$ cat config.mk
export PLATFORM = sky130hd
export DESIGN_NAME = lpe_front
export DESIGN_NICKNAME = d
export VERILOG_FILES = /design/src/hdl/assert_macros.svh /design/src/hdl/lpe_pkg.sv /design/src/hdl/lpe_front.sv
export SDC_FILE = /design/constraint.sdc
export NUM_CORES = 1
export LEC_CHECK = 0
export BUFFER_PORTS_ARGS = -buffer_cell sky130_fd_sc_hd__buf_2
export CAP_MARGIN = 20
export CORE_MARGIN = 4
export CORE_UTILIZATION = 34
export DETAILED_ROUTE_END_ITERATION = 8
export PLACE_DENSITY = 0.9
export SYNTH_ARGS = -nofsm -noshare
export SYNTH_HDL_FRONTEND = slang
export SYNTH_SLANG_ARGS = --single-unit
$ cat constraint.sdc
create_clock -name vclk -period 3.6
set_input_delay 0.54 -clock vclk [all_inputs]
set_output_delay 0.54 -clock vclk [all_outputs]
set_load 0.01 [all_outputs]
$ cat src/hdl/assert_macros.svh
// Assertion helpers shared by the RTL. Every user clocks on clock and
// resets on reset, so both are taken from the scope of the including module.
`ifndef ASSERT_MACROS_SVH
`define ASSERT_MACROS_SVH

// A property that must hold at every clock edge outside reset.
`define LPE_ASSERT(label, prop, msg) \
   label: assert property (@(posedge clock) disable iff (reset) (prop)) \
      else $error(msg);

// An implication checked in the same cycle.
`define LPE_ASSERT_IMPL(label, ante, cons, msg) \
   label: assert property (@(posedge clock) disable iff (reset) (ante) |-> (cons)) \
      else $error(msg);

// An implication checked in the next cycle.
`define LPE_ASSERT_NEXT(label, ante, cons, msg) \
   label: assert property (@(posedge clock) disable iff (reset) (ante) |=> (cons)) \
      else $error(msg);

`endif

$ cat src/hdl/lpe_pkg.sv
package lpe_pkg;

   // Field widths.
   localparam int BYTE_W       = 8;
   localparam int COLOR_W      = 24;
   localparam int PTR_W        = 13;
   localparam int BIT_POS_W    = 5;
   localparam int BITS_PER_LED = 24;

   // Configuration register indexes.
   localparam int CSR_INDEX_W = 2;
   localparam logic [CSR_INDEX_W-1:0] CSR_LED_COUNT   = 2'd0;
   localparam logic [CSR_INDEX_W-1:0] CSR_HIGH_DUTY   = 2'd1;
   localparam logic [CSR_INDEX_W-1:0] CSR_LOW_DUTY    = 2'd2;
   localparam logic [CSR_INDEX_W-1:0] CSR_RESET_SLOTS = 2'd3;

   // Register values after reset.
   localparam logic [BYTE_W-1:0] LED_COUNT_RST   = 8'd8;
   localparam logic [BYTE_W-1:0] HIGH_DUTY_RST   = 8'd50;
   localparam logic [BYTE_W-1:0] LOW_DUTY_RST    = 8'd25;
   localparam logic [BYTE_W-1:0] RESET_SLOTS_RST = 8'd64;

   // Request mode codes.
   localparam logic MODE_SET  = 1'b0;
   localparam logic MODE_PULL = 1'b1;

   // Command queue between front and back.
   localparam int QUEUE_DEPTH = 2;
   localparam int QUEUE_PTR_W = 1;
   localparam int QUEUE_CNT_W = 2;

   // Reciprocal of three for the slot index split (exact below 1024 * 2).
   localparam int RECIP3_MUL   = 683;
   localparam int RECIP3_SHIFT = 11;

   typedef struct packed {
      logic [BYTE_W-1:0] led_count;
      logic [BYTE_W-1:0] high_duty;
      logic [BYTE_W-1:0] low_duty;
      logic [BYTE_W-1:0] reset_slots;
   } lpe_cfg_type;

   typedef enum logic [1:0] {
      CMD_SET,
      CMD_REJECT,
      CMD_PULL
   } lpe_cmd_kind_type;

   typedef struct packed {
      lpe_cmd_kind_type     kind;
      logic [BYTE_W-1:0]    first_idx;
      logic [BYTE_W-1:0]    last_idx;
      logic [COLOR_W-1:0]   color;
   } lpe_cmd_type;

   typedef struct packed {
      logic clear_done;
      logic frame_active;
   } lpe_back_status_type;

   typedef enum logic [2:0] {
      BK_CLEAR,
      BK_IDLE,
      BK_WRITE,
      BK_DIV,
      BK_READ,
      BK_RESP
   } lpe_back_state_type;

endpackage

$ cat src/hdl/lpe_front.sv
module lpe_front (
   input  logic                        req_valid,
   output logic                        req_ready,
   input  logic                        req_mode,
   input  logic [7:0]                  req_first_led,
   input  logic [7:0]                  req_last_led,
   input  logic [7:0]                  req_red,
   input  logic [7:0]                  req_green,
   input  logic [7:0]                  req_blue,
   input  lpe_pkg::lpe_cfg_type        cfg,
   input  lpe_pkg::lpe_back_status_type back_status,
   output logic                        push_valid,
   input  logic                        push_ready,
   output lpe_pkg::lpe_cmd_type        push_cmd
);
   import lpe_pkg::*;

   logic range_bad;

   // Requests wait until the color store has been cleared after reset.
   assign req_ready  = back_status.clear_done && push_ready;
   assign push_valid = req_valid && back_status.clear_done;

   // A range is rejected when it starts at zero, runs past the strip or is reversed.
   assign range_bad = (req_first_led == '0) || (req_last_led > cfg.led_count) ||
                      (req_first_led > req_last_led);

   // Classify the request and convert the range to zero-based indexes.
   always_comb begin
      push_cmd.first_idx = req_first_led - BYTE_W'(1);
      push_cmd.last_idx  = req_last_led - BYTE_W'(1);
      push_cmd.color     = {req_red, req_green, req_blue};
      if (req_mode == MODE_PULL) begin
         push_cmd.kind = CMD_PULL;
      end else if (range_bad) begin
         push_cmd.kind = CMD_REJECT;
      end else begin
         push_cmd.kind = CMD_SET;
      end
   end

endmodule

==> qor.txt <==
Metal2 WL: 798 um
CP most frequent cell: buf_2
FP Rows: 17
Worst Setup End Kind: primary output
Worst Path Required: 3060 ps
DRC viols: 0
PwrDens: 114.0 nW/um2
Worst-path maximum fanout: 5
Achievable Freq: 394.6 MHz
Post_cts resized: 0
Initial antenna violation count: 0
Mapped Area: 840.8 um2
CP arrival: 1990 ps
Starting Density: 36.94%
Vias post-DR: 784
Largest net degree at the start of global routing: 6
Metal-1 WL: 829 um
Worst-margin pin slew: 390.4 ps
Placed Cells incl. Taps: 167
Post-synth cell types: 24
Max Slew Vio Count: 0
Commonest cells post-synth: buf_4 (25), inv_1 (20), ha_1 (18), a21oi_1 (7), xnor2_1 (6)
Post-synth top area share: 26.79%
Max transition margin: 73.92%
Multi-input gate area: 578.1 um2
TNS Setup: 0 ps
Global-route usage over all layers: 10.29%
Min Clock Period, post-route: 2534 ps
Via density: 4.695
Final Non-Filler Cells: 167
Global-route wire length before repair: 2.863 mm
Hold depth: 0
Io pins: 121
DR WL met3: 215 um
Synth warnings: 0
Number of fillers in the final layout: 233
Die boundary height: 57.73 um
CP max-delay cell: o32ai_1
Status: finished, final reports clean
Syn_nets: 211
Vias in the first global route: 691
Port buffer count: 48
RSZ-0062 raised after global routing: false
Tot Pwr: 0.0001058 W
Leak Pwr: 0.5320 nW
Layout area overhead: 10.42%
Core area: 2276 um2
Max Cap Violations: 0
Syn avg cell area: 7.248 um2
Die W: 57.73 um
Synthesized instance count: 116
Post-CTS Setup Bufs: 0
1st-iter DRT viols: 13
Seq/Total Area, Yosys: 0%
Crit share post-route: 70.39%
Antenna cells: 0
Die ar.: 3333 um2
Hold buffer count at CTS: 0
Post-route ant nets: 0
Reg area: 0 um2
Layout Nets: 236
Num sequential: 0
CP Cell Sequence: buf_2 -> ha_1 -> nor2b_1 -> o211ai_1 -> a21oi_1 -> o32ai_1 -> a31oi_1 -> buf_2
Worst Hold Class: input port to primary output
Crit Path Class: input port to primary output
Dpl cell area: 928.4 um2
Endpoints failing setup: 0
Cell taking the most area after synthesis: ha_1
Critical Path Source Type: input port
Max VDD drop: 0.05014 mV
Hold_sp: req_red[6]
Final hold violations: 0
Max stage delay on crit path: 350 ps
Remaining global-route overflow: 0
Post-DP HPWL: 1.733 mm
Detailed Routing Iterations Pass 1: 4
Worst setup path start: req_last_led[1]
Detailed Route WL: 1.903 mm
Routability cong.: 0.7255
Uppermost routed layer: met4
Worst Hold End: push_cmd[22]
Clock Buffer Count: 0
Wirelength per Cell: 11.40 um
Post-route cell area: 928.4 um2
Share of cells above drive strength 1: 35.97%
Most frequent cell after synthesis: buf_4
Top cells by area, synth: ha_1 (27%), buf_4 (22%), inv_1 (8.9%), xnor2_1 (6.2%), xor2_1 (5.2%)
[routing by layer]
metal | global-route usage [%] | up-vias
met1 | 14.15 | 317
met3 | 1.114 | 10
li1 | - | 412
met5 | 0 | -
met2 | 16.45 | 45
met4 | 3.642 | 0
[cells in the final DEF (no fill, tap or decap), types with 3 or more instances in the layout]
master	instances
nand2_1	3
a21oi_1	7
inv_1	20
ha_1	18
buf_2	48
xnor2_1	6
xor2_1	5
nand4_1	5
nor2_1	4
nand3_1	3
[cell families after synthesis]
| kind of cell | count (synthesis) | synth area share, % |
|---|---|---|
| buffers and inverters | 45 | 31.25 |
| adder cells (fa/ha/maj) | 18 | 26.79 |
| XOR/XNOR | 11 | 11.46 |
| AND/OR/NAND/NOR | 26 | 19.05 |
| AO/OA/AOI/OAI | 16 | 11.46 |
[where the power goes]
| part | switching (W) | internal, W | leakage, nW | total (W) |
|---|---|---|---|---|
| logic | 0.0000569 | 0.0000489 | 0.532 | 0.000106 |
| clock network | 0 | 0 | 0 | 0 |
| registers | 0 | 0 | 0 | 0 |
| total | 0.0000569 | 0.0000489 | 0.532 | 0.000106 |
[metrics by stage]
step                utilization (%)  hold WS [ps]  worst slack (ps)
floorplan                         -          1124              1499
global placement              40.79          1080              1103
detailed placement            40.79          1080              1077
CTS                           40.79          1080              1078
global route                  40.79          1080             971.3
finish                        40.79          1080              1066
[how the worst max path moves through the flow]
stage                         to  slack (ps)  cells after the start
floorplan           push_cmd[40]        1500                      5
global placement    push_cmd[40]        1100                      8
detailed placement  push_cmd[40]        1080                      8
CTS                 push_cmd[40]        1080                      8
global route        push_cmd[40]         970                      8
finish              push_cmd[40]        1070                      8
[critical path, delay by kind of cell]
kind / cells / cell delay, ps
compound gates: 4 / 720
buf+inv: 2 / 300
fa+ha+maj: 1 / 300
simple gates: 1 / 130
[area by class of cell]
| cell class | count | share of cell area [%] |
|---|---|---|
| inverters | 20 | 8.086 |
| multi-input cells | 71 | 62.26 |
| well taps | 28 | 3.774 |
| repair buffers | 48 | 25.88 |
No activity file was read; power rests on OpenSTA's default activity.
