===== config.mk =====
export PLATFORM = sky130hd
export DESIGN_NAME = lpe_queue
export DESIGN_NICKNAME = d
export VERILOG_FILES = /design/src/hdl/lpe_pkg.sv /design/src/hdl/lpe_queue.sv
export VERILOG_INCLUDE_DIRS = /design/src /design/src/hdl
export SDC_FILE = /design/constraint.sdc
export NUM_CORES = 1
export LEC_CHECK = 0
export BUFFER_PORTS_ARGS = -buffer_cell sky130_fd_sc_hd__buf_2
export CAP_MARGIN = 10
export CORE_MARGIN = 3
export CORE_UTILIZATION = 50
export DETAILED_ROUTE_END_ITERATION = 7
export PLACE_DENSITY_LB_ADDON = 0.2
export SYNTH_ARGS = -nofsm -noshare
export SYNTH_HDL_FRONTEND = slang
export SYNTH_SLANG_ARGS = --single-unit

===== constraint.sdc =====
create_clock -name clock -period 2.7 [get_ports clock]
set_clock_uncertainty 0.1 [all_clocks]
set_input_delay 0.135 -clock clock [delete_from_list [all_inputs] [get_ports clock]]
set_output_delay 0.135 -clock clock [all_outputs]
set_load 0.005 [all_outputs]

===== src/hdl/assert_macros.svh =====
// Assertion helpers shared by the RTL. Every user clocks on clock and
// resets on reset, so both are taken from the scope of the including module.
`ifndef ASSERT_MACROS_SVH
`define ASSERT_MACROS_SVH

// A property that must hold at every clock edge outside reset.
`define LPE_ASSERT(label, prop, msg) \
   label: assert property (@(posedge clock) disable iff (reset) (prop)) \
      else $error(msg);

// An implication checked in the same cycle.
`define LPE_ASSERT_IMPL(label, ante, cons, msg) \
   label: assert property (@(posedge clock) disable iff (reset) (ante) |-> (cons)) \
      else $error(msg);

// An implication checked in the next cycle.
`define LPE_ASSERT_NEXT(label, ante, cons, msg) \
   label: assert property (@(posedge clock) disable iff (reset) (ante) |=> (cons)) \
      else $error(msg);

`endif


===== src/hdl/lpe_pkg.sv =====
package lpe_pkg;

   // Field widths.
   localparam int BYTE_W       = 8;
   localparam int COLOR_W      = 24;
   localparam int PTR_W        = 13;
   localparam int BIT_POS_W    = 5;
   localparam int BITS_PER_LED = 24;

   // Configuration register indexes.
   localparam int CSR_INDEX_W = 2;
   localparam logic [CSR_INDEX_W-1:0] CSR_LED_COUNT   = 2'd0;
   localparam logic [CSR_INDEX_W-1:0] CSR_HIGH_DUTY   = 2'd1;
   localparam logic [CSR_INDEX_W-1:0] CSR_LOW_DUTY    = 2'd2;
   localparam logic [CSR_INDEX_W-1:0] CSR_RESET_SLOTS = 2'd3;

   // Register values after reset.
   localparam logic [BYTE_W-1:0] LED_COUNT_RST   = 8'd8;
   localparam logic [BYTE_W-1:0] HIGH_DUTY_RST   = 8'd50;
   localparam logic [BYTE_W-1:0] LOW_DUTY_RST    = 8'd25;
   localparam logic [BYTE_W-1:0] RESET_SLOTS_RST = 8'd64;

   // Request mode codes.
   localparam logic MODE_SET  = 1'b0;
   localparam logic MODE_PULL = 1'b1;

   // Command queue between front and back.
   localparam int QUEUE_DEPTH = 2;
   localparam int QUEUE_PTR_W = 1;
   localparam int QUEUE_CNT_W = 2;

   // Reciprocal of three for the slot index split (exact below 1024 * 2).
   localparam int RECIP3_MUL   = 683;
   localparam int RECIP3_SHIFT = 11;

   typedef struct packed {
      logic [BYTE_W-1:0] led_count;
      logic [BYTE_W-1:0] high_duty;
      logic [BYTE_W-1:0] low_duty;
      logic [BYTE_W-1:0] reset_slots;
   } lpe_cfg_type;

   typedef enum logic [1:0] {
      CMD_SET,
      CMD_REJECT,
      CMD_PULL
   } lpe_cmd_kind_type;

   typedef struct packed {
      lpe_cmd_kind_type     kind;
      logic [BYTE_W-1:0]    first_idx;
      logic [BYTE_W-1:0]    last_idx;
      logic [COLOR_W-1:0]   color;
   } lpe_cmd_type;

   typedef struct packed {
      logic clear_done;
      logic frame_active;
   } lpe_back_status_type;

   typedef enum logic [2:0] {
      BK_CLEAR,
      BK_IDLE,
      BK_WRITE,
      BK_DIV,
      BK_READ,
      BK_RESP
   } lpe_back_state_type;

endpackage


===== src/hdl/lpe_queue.sv =====
`include "assert_macros.svh"

module lpe_queue (
   input  logic                clock,
   input  logic                reset,
   input  logic                push_valid,
   output logic                push_ready,
   input  lpe_pkg::lpe_cmd_type push_cmd,
   output logic                pop_valid,
   input  logic                pop_ready,
   output lpe_pkg::lpe_cmd_type pop_cmd
);
   import lpe_pkg::*;

   lpe_cmd_type             entry_ff [QUEUE_DEPTH];
   logic [QUEUE_PTR_W-1:0]  wr_ptr_ff, wr_ptr_in;
   logic [QUEUE_PTR_W-1:0]  rd_ptr_ff, rd_ptr_in;
   logic [QUEUE_CNT_W-1:0]  count_ff, count_in;
   logic                    push_fire;
   logic                    pop_fire;

   assign push_ready = (count_ff != QUEUE_CNT_W'(QUEUE_DEPTH));
   assign pop_valid  = (count_ff != '0);
   assign pop_cmd    = entry_ff[rd_ptr_ff];
   assign push_fire  = push_valid && push_ready;
   assign pop_fire   = pop_valid && pop_ready;

   // Pointer and fill count update.
   always_comb begin
      wr_ptr_in = wr_ptr_ff;
      rd_ptr_in = rd_ptr_ff;
      count_in  = count_ff;
      if (push_fire) begin
         wr_ptr_in = wr_ptr_ff + QUEUE_PTR_W'(1);
      end
      if (pop_fire) begin
         rd_ptr_in = rd_ptr_ff + QUEUE_PTR_W'(1);
      end
      if (push_fire && !pop_fire) begin
         count_in = count_ff + QUEUE_CNT_W'(1);
      end else if (pop_fire && !push_fire) begin
         count_in = count_ff - QUEUE_CNT_W'(1);
      end
   end

   always_ff @(posedge clock) begin
      if (reset) begin
         wr_ptr_ff <= '0;
         rd_ptr_ff <= '0;
         count_ff  <= '0;
      end else begin
         wr_ptr_ff <= wr_ptr_in;
         rd_ptr_ff <= rd_ptr_in;
         count_ff  <= count_in;
      end
   end

   // Entry storage carries no reset.
   always_ff @(posedge clock) begin
      if (push_fire) begin
         entry_ff[wr_ptr_ff] <= push_cmd;
      end
   end

   // The fill count never passes the depth.
   `LPE_ASSERT(a_count_bound, count_ff <= QUEUE_CNT_W'(QUEUE_DEPTH), "queue count overflow")
   // Read and write pointers agree whenever the queue is empty or full.
   `LPE_ASSERT_IMPL(a_ptr_match, count_ff == '0 || count_ff == QUEUE_CNT_W'(QUEUE_DEPTH),
      wr_ptr_ff == rd_ptr_ff, "queue pointers disagree with count")
   // A lone push grows the count by exactly one.
   `LPE_ASSERT_NEXT(a_push_grows, push_fire && !pop_fire,
      count_ff == $past(count_ff) + QUEUE_CNT_W'(1), "queue count did not grow")

endmodule


==> key figures, run 1 <==
Outcome
  • Status: complete, no violations

Cells and area
  • Fillcell total: a little under 400
  • Final Non-Filler Cells: approximately 380
  • Final Cell Area: ~4400 um2
  • Nets@finish: between 300 and 400
  • Layout area overhead: 36.65%
  • Share of cells above drive strength 1: 0.5083

Yosys
  • Synth warnings: 0
  • Biggest area consumer among synthesized cells: edfxtp_1
  • Distinct cell type count after synthesis: 17
  • Syn Inst Count: ~160
  • Netlist Area Pre-Place: about 3200 um2
  • Yosys reg bits: between 80 and 90
  • Area contributors post-synth: edfxtp_1 (78%), mux2_2 (15%), dfxtp_1 (3.1%)
  • Area share of the largest cell type after synthesis: 0.7778
  • Seq/Total Area, Yosys: 0.8086
  • Synth Area per Inst: 20.92 um2
  • Syn_nets: 202

Route
  • Initial DRT Pass Iterations: 4
  • Post-DRT Antenna Nets: 0
  • Routed vias: between 1500 and 2000
  • DR DRC count: 0
  • Iteration-0 DRC count of the detailed router: 83
  • Post-DR wirelength/cell: between 15 and 20 um
  • DR vias/cell: approximately 4.8
  • Final WL: around 6.1 mm

Global route
  • Met3 GRT Util: 0.03897
  • Gr usage total: 0.1703
  • Most used routing layer: met2
  • Vias in the first global route: 1945
  • Largest net degree at the start of global routing: 43
  • Total congestion overflow: 0
  • First-pass GRT wire length: 9.294 mm
  • Met2 Usage GRT: 0.2747
  • GR Util met1: 0.2165
  • Initial antenna violation count: 0

Floorplanning
  • Core area: approximately 6000 um2
  • Io pins: 90
  • Die Y: around 87 um
  • Die width: slightly below 90 um
  • Total die area: 7488 um2
  • Num rows: 28
  • Starting Density: 0.5320

Power
  • Sequential Power Share: 0.510
  • Clock power share: 0.240
  • Sw Share: 0.2561
  • Logic pwr share: 0.250
  • Internal power: ~2.6 mW
  • Net Switching: around 0.9 mW
  • Pwr dens: between 700 and 800 nW/um2
  • Lkg Pwr: 1.686 nW
  • Max IR drop VDD: roughly 0.49 mV

Placed design
  • Placed inst area: 3802 um2
  • IO buf count: 89
  • Place WS: between 0.9 and 1 ns
  • Cells after DPL: 318
  • DPL Wire Length: 3.774 mm
  • Final GP Congestion: around 0.72

Setup path
  • CP cell instances: buf_4 > mux2_2 > buf_2
  • Max incr delay on CP: 0.49 ns
  • CP Launch Type: flip-flop
  • Arrival @ worst endpoint: 1.81 ns
  • Critical-path top delay cell: dfxtp_2
  • WP data required: approximately 2.5 ns
  • Worst setup EP type: primary output
  • Crit Path Class: flip-flop to primary output
  • Max FO, Critical Path: 32

Clocking
  • Clock buffer count from CTS: 9
  • Clock transition at path regs: about 0.08 ns
  • Post-CTS Setup Bufs: 0
  • CTS Sinks: between 80 and 90
  • Post_cts resized: 0
  • CTS root buf: clkbuf_8
  • CTS HTree Levels: 3
  • CTS Buffer Depth: 2
  • Worst skew pair latency: roughly 0.33 ns
  • CTS tree: built

Run
  • Max-Cap Viols: 0

Timing
  • Hold Violations, Final: 0
  • Worst slew pin tran: 0.4231 ns
  • Final WS setup: 0.6578 ns
  • Crit share post-route: 0.7564
  • Final setup fails: 0
  • Tmin final: roughly 2 ns
  • Achievable frequency: slightly below 0.5 GHz
  • Setup_tns: 0 ns
  • Relative slew slack: 0.7180
  • Final Max Tran Viols: 0
  • RSZ-0062 raised after global routing: false

Hold path
  • HP Class: input port to flip-flop
metrics by stage:
step | hold slack [ns] | power [mW] | util
4_1_cts | 0.1242 | 3.562 | 0.7266
3_3_place_gp | 0.2214 | 2.648 | 0.6238
5_1_grt | 0.1813 | 3.709 | 0.7266
3_5_place_dp | 0.2274 | 2.667 | 0.6238
6_report | 0.1664 | 3.527 | 0.7270
2_1_floorplan | 0.1041 | 2.304 | -
cell usage after synthesis:
cell and number:
and3_1 1, buf_2 5, or2_2 1, nor2_1 3, nand3b_1 1, nand2b_1 1
or3_1 1, dfxtp_1 5, a21oi_1 2, mux2_2 42, and2_1 1, inv_1 1
xor2_1 3, ha_1 1, edfxtp_1 84, o21ai_0 2, a21bo_2 1
cell families (layout without fill, tap and decap cells):
logic type / Yosys count / after routing / synth area share
AO/OA/AOI/OAI: 5 / 5 / 0.009260
XOR/XNOR: 3 / 3 / 0.008103
adder cells (fa/ha/maj): 1 / 1 / 0.003857
buffers and inverters: 6 / 154 / 0.008871
flip-flops: 89 / 89 / 0.8086
multiplexers: 42 / 42 / 0.1458
other: 0 / 1 / 0
AND/OR/NAND/NOR: 9 / 9 / 0.01544
power by group through the flow:
stage / Clock (mW) / Combinational [mW] / Sequential (mW)
after floorplan: 0 / 0.510 / 1.79
after global placement: 0 / 0.826 / 1.82
after detailed placement: 0 / 0.836 / 1.83
after CTS: 0.870 / 0.891 / 1.80
after global routing: 0.932 / 0.962 / 1.82
final: 0.847 / 0.882 / 1.80
path summary, 6_finish.rpt:
| check | startpoint | to | slack (ns) | cells after the start |
|---|---|---|---|---|
| max | flip-flop | pop_cmd[24] | 0.66 | 3 |
| min | pop_ready | rd_ptr_ff$_SDFFE_PP0P_ | 0.17 | 4 |
| max reg2reg | count_ff[0]$_SDFFE_PP0P_ | count_ff[1]$_SDFFE_PP0P_ | 0.92 | 5 |
| min reg2reg | rd_ptr_ff$_SDFFE_PP0P_ | rd_ptr_ff$_SDFFE_PP0P_ | 0.42 | 2 |
worst max-delay path, delay by kind of cell, from the launching register on:
family,cells,cell delay (ns)
DFF,1,0.49
muxes,1,0.39
buffers and inverters,2,0.58
cell usage in the layout, fill, tap and decap left out, types with 2 or more instances in the layout:
cell	count
clkinvlp_4	2
xor2_1	3
mux2_2	42
clkbuf_8	9
o21ai_0	2
buf_4	3
edfxtp_1	84
dlygate4sd3_1	44
a21oi_1	2
clkinv_2	2
nor2_1	3
dfxtp_1	4
buf_2	89
cell type report:
type | count | area (um2) | share of cell area
clock buffers | 10 | 127.6 | 0.02880
diodes | 1 | 2.502 | 0.0005647
clock inverters | 6 | 58.81 | 0.01327
repair buffers | 137 | 928.4 | 0.2095
flip-flops and latches | 89 | 2624 | 0.5920
inverters | 1 | 3.754 | 0.0008470
well taps | 75 | 93.84 | 0.02117
multi-input cells | 60 | 593.1 | 0.1338
metal layers:
layer / vias up / wire length, um
met4: 0 / 101
li1: 895 / -
met2: 56 / 3036
met1: 869 / 2591
met3: 10 / 329
met5: - / 0
state kept, by name, indices dropped and copies added, names as in the netlist, named ones only:
signal     count
wr_ptr_ff      1
count_ff       2
entry_ff      84
rd_ptr_ff      1
repair_timing:
item | in CTS | in global routing
endpoints found under the setup margin | 0 | 0
hold buffers | 44 | 0
hold endpoints to repair | 89 | 0
(Power assumes the default switching activity.)
==> run 2: changes to the inputs <==
CORE_UTILIZATION = 46   (was 50)
clock period = 1.65 ns   (was 2.7 ns; I/O delays follow)
==> key figures, run 2 (synthesis results as in run 1) <==
Floorplanning
  • Io pins: 90 (unchanged)
  • Die width: 89.97 um (+4.0%)
  • Num rows: 29 (+3.6%)
  • Core area: 6604 um2 (+8.3%)
  • Starting Density: 0.4911 (-0.04092)
  • Total die area: 8094 um2 (+8.1%)
  • Die Y: 89.97 um (+4.0%)

Placed design
  • IO buf count: 89 (unchanged)
  • Final GP Congestion: 0.7356 (+2.3%)
  • Placed inst area: 3923 um2 (+3.2%)
  • Cells after DPL: 339 (+6.6%)
  • DPL Wire Length: 3.773 mm (about the same)

Clocking
  • CTS Buffer Depth: 2 (unchanged)
  • Clock transition at path regs: 0.08 ns (about the same)
  • Worst skew pair latency: 0.33 ns (about the same)
  • CTS Sinks: 89 (unchanged)
  • Clock buffer count from CTS: 9 (unchanged)
  • CTS tree: built
  • CTS root buf: clkbuf_8
  • CTS HTree Levels: 3 (unchanged)

Cells and area
  • Multi-input gate area: 615.6 um2 (+3.8%)
  • Layout area overhead: 41.01%
  • Max FFs per register: 84 (unchanged)
  • Antenna diode count: 0 (-1)
  • Final Cell Area: 4573 um2 (+3.2%)
  • Fillcell total: 466 (+18%)
  • Nets@finish: 349 (+1.2%)
  • Most common cell after layout, fill and taps aside: buf_2
  • Final Non-Filler Cells: 399 (+5.3%)
  • Seq. cell area: 2629 um2 (+0.19%)
  • Share of cells above drive strength 1: 0.5327 (+0.02443)
  • Largest reg by FF count: entry_ff
  • Largest registers: entry_ff: 84 flops, count_ff: 2 flops
  • Commonest non-fill, non-tap cells in the layout: buf_2 (89), edfxtp_1 (84), dlygate4sd3_1 (44)

Timing
  • Relative slew slack: 0.7960 (+0.07805)
  • Achievable frequency: roughly 0.63 GHz
  • Final Max Tran Viols: 0 (unchanged)
  • Crit share post-route: 0.9568
  • Tmin final: approximately 1.6 ns
  • Hold Violations, Final: 0 (unchanged)
  • Final setup fails: 0 (unchanged)
  • RSZ-0062 raised after global routing: false
  • Worst slew pin tran: 0.3039 ns (-0.1191 ns)

Route
  • DR DRC count: 0 (unchanged)
  • Post-DRT Antenna Nets: 0 (unchanged)
  • Iteration-0 DRC count of the detailed router: 83 (unchanged)
  • DR vias/cell: 4.637 (-4.0%)
  • Routed vias: 1850 (+1.1%)
  • Final WL: 6.024 mm (-0.58%)
  • Initial DRT Pass Iterations: 4 (unchanged)
  • Post-DR wirelength/cell: 15.10 um (-5.6%)

Power
  • Lkg Pwr: 1.727 nW (+2.4%)
  • Max IR drop VDD: 0.8742 mV (+79%)
  • Pwr dens: 1304 nW/um2 (+64%)

Global route
  • Largest net degree at the start of global routing: 25 (-42%)
  • Met2 Usage GRT: 0.2644 (-0.01028)
  • Gr usage total: 0.1553 (-0.01504)
  • Vias in the first global route: 2018 (+3.8%)
  • First-pass GRT wire length: 9.804 mm (+5.5%)
  • GR Util met1: 0.1852 (-0.03125)
  • Initial antenna violation count: 0 (unchanged)
  • Most used routing layer: met2
  • Met3 GRT Util: 0.04341 (+0.004432)
  • Total congestion overflow: 0 (unchanged)

Hold path
  • HP Class: input port to flip-flop

Setup path
  • Worst setup EP type: flip-flop
  • WP data required: 1.82 ns (-0.65 ns)
  • Max FO, Critical Path: 5 (-84%)
  • Arrival @ worst endpoint: 1.75 ns (-0.06 ns)
  • Crit Path Class: flip-flop to flip-flop
  • CP Launch Type: flip-flop

Run
  • Max-Cap Viols: 0 (unchanged)

Outcome
  • Status: complete, no violations
[run 2: power by group]
part | internal, mW | switching [mW] | leakage [nW] | total (mW)
logic | 0.929 | 0.719 | 0.808 | 1.65
clock network | 0.684 | 0.706 | 0.0925 | 1.39
registers | 2.83 | 0.0970 | 0.827 | 2.93
total | 4.44 | 1.52 | 1.73 | 5.96
[run 2: metal layers]
layer / share of wire / up-vias
li1: - / 895
met1: 0.42 / 888
met2: 0.51 / 57
met3: 0.051 / 10
met4: 0.016 / 0
met5: 0 / -
[run 2: metrics by stage]
stage                     hold WS [ns]    util  setup WS (ns)  power [mW]  setup TNS, ns
after floorplan                0.04747       -       -0.06317       3.791         -2.653
final                           0.2406  0.6925        0.07135       5.963              0
after detailed placement        0.1736  0.5940     -0.0005461       4.515     -0.0005461
after global placement          0.1701  0.5940        0.06456       4.478              0
after CTS                       0.1521  0.6887       0.007231       5.979              0
after global routing            0.2827  0.6925       0.005911       6.292              0
[run 2: final cells by class]
type / instances / share of cell area
clock inverter: 6 / 0.01313
multi-input combinational: 60 / 0.1346
tap: 93 / 0.02544
inverter: 1 / 0.001642
sequential: 89 / 0.5748
timing repair buffer: 141 / 0.2233
clock buffer: 9 / 0.02709
[run 2: repair_timing]
action / in CTS / in global routing
setup endpoints to repair: 1 / 1
gates resized for setup: 1 / 4
pin swaps: 1 / 0
hold buffers: 44 / 0
endpoints found under the hold margin: 89 / 0
setup buffers: 0 / 1
[run 2: worst max-delay path, cell delays in order, from the launching register on]
cell	delay [ns]
dfxtp_4	0.35
nand2b_4	0.15
and2_4	0.16
ha_4	0.15
xor2_1	0.14
or3_1	0.31
a21oi_1	0.14
[run 2: path summary, 6_finish.rpt]
check	startpoint	end	slack (ns)	cells after the start
setup / recovery	count_ff[0]$_SDFFE_PP0P_	count_ff[1]$_SDFFE_PP0P_	0.07	6
hold / removal	pop_ready	rd_ptr_ff$_SDFFE_PP0P_	0.24	5
setup reg to reg	count_ff[0]$_SDFFE_PP0P_	count_ff[1]$_SDFFE_PP0P_	0.07	6
hold reg to reg	rd_ptr_ff$_SDFFE_PP0P_	rd_ptr_ff$_SDFFE_PP0P_	0.42	2
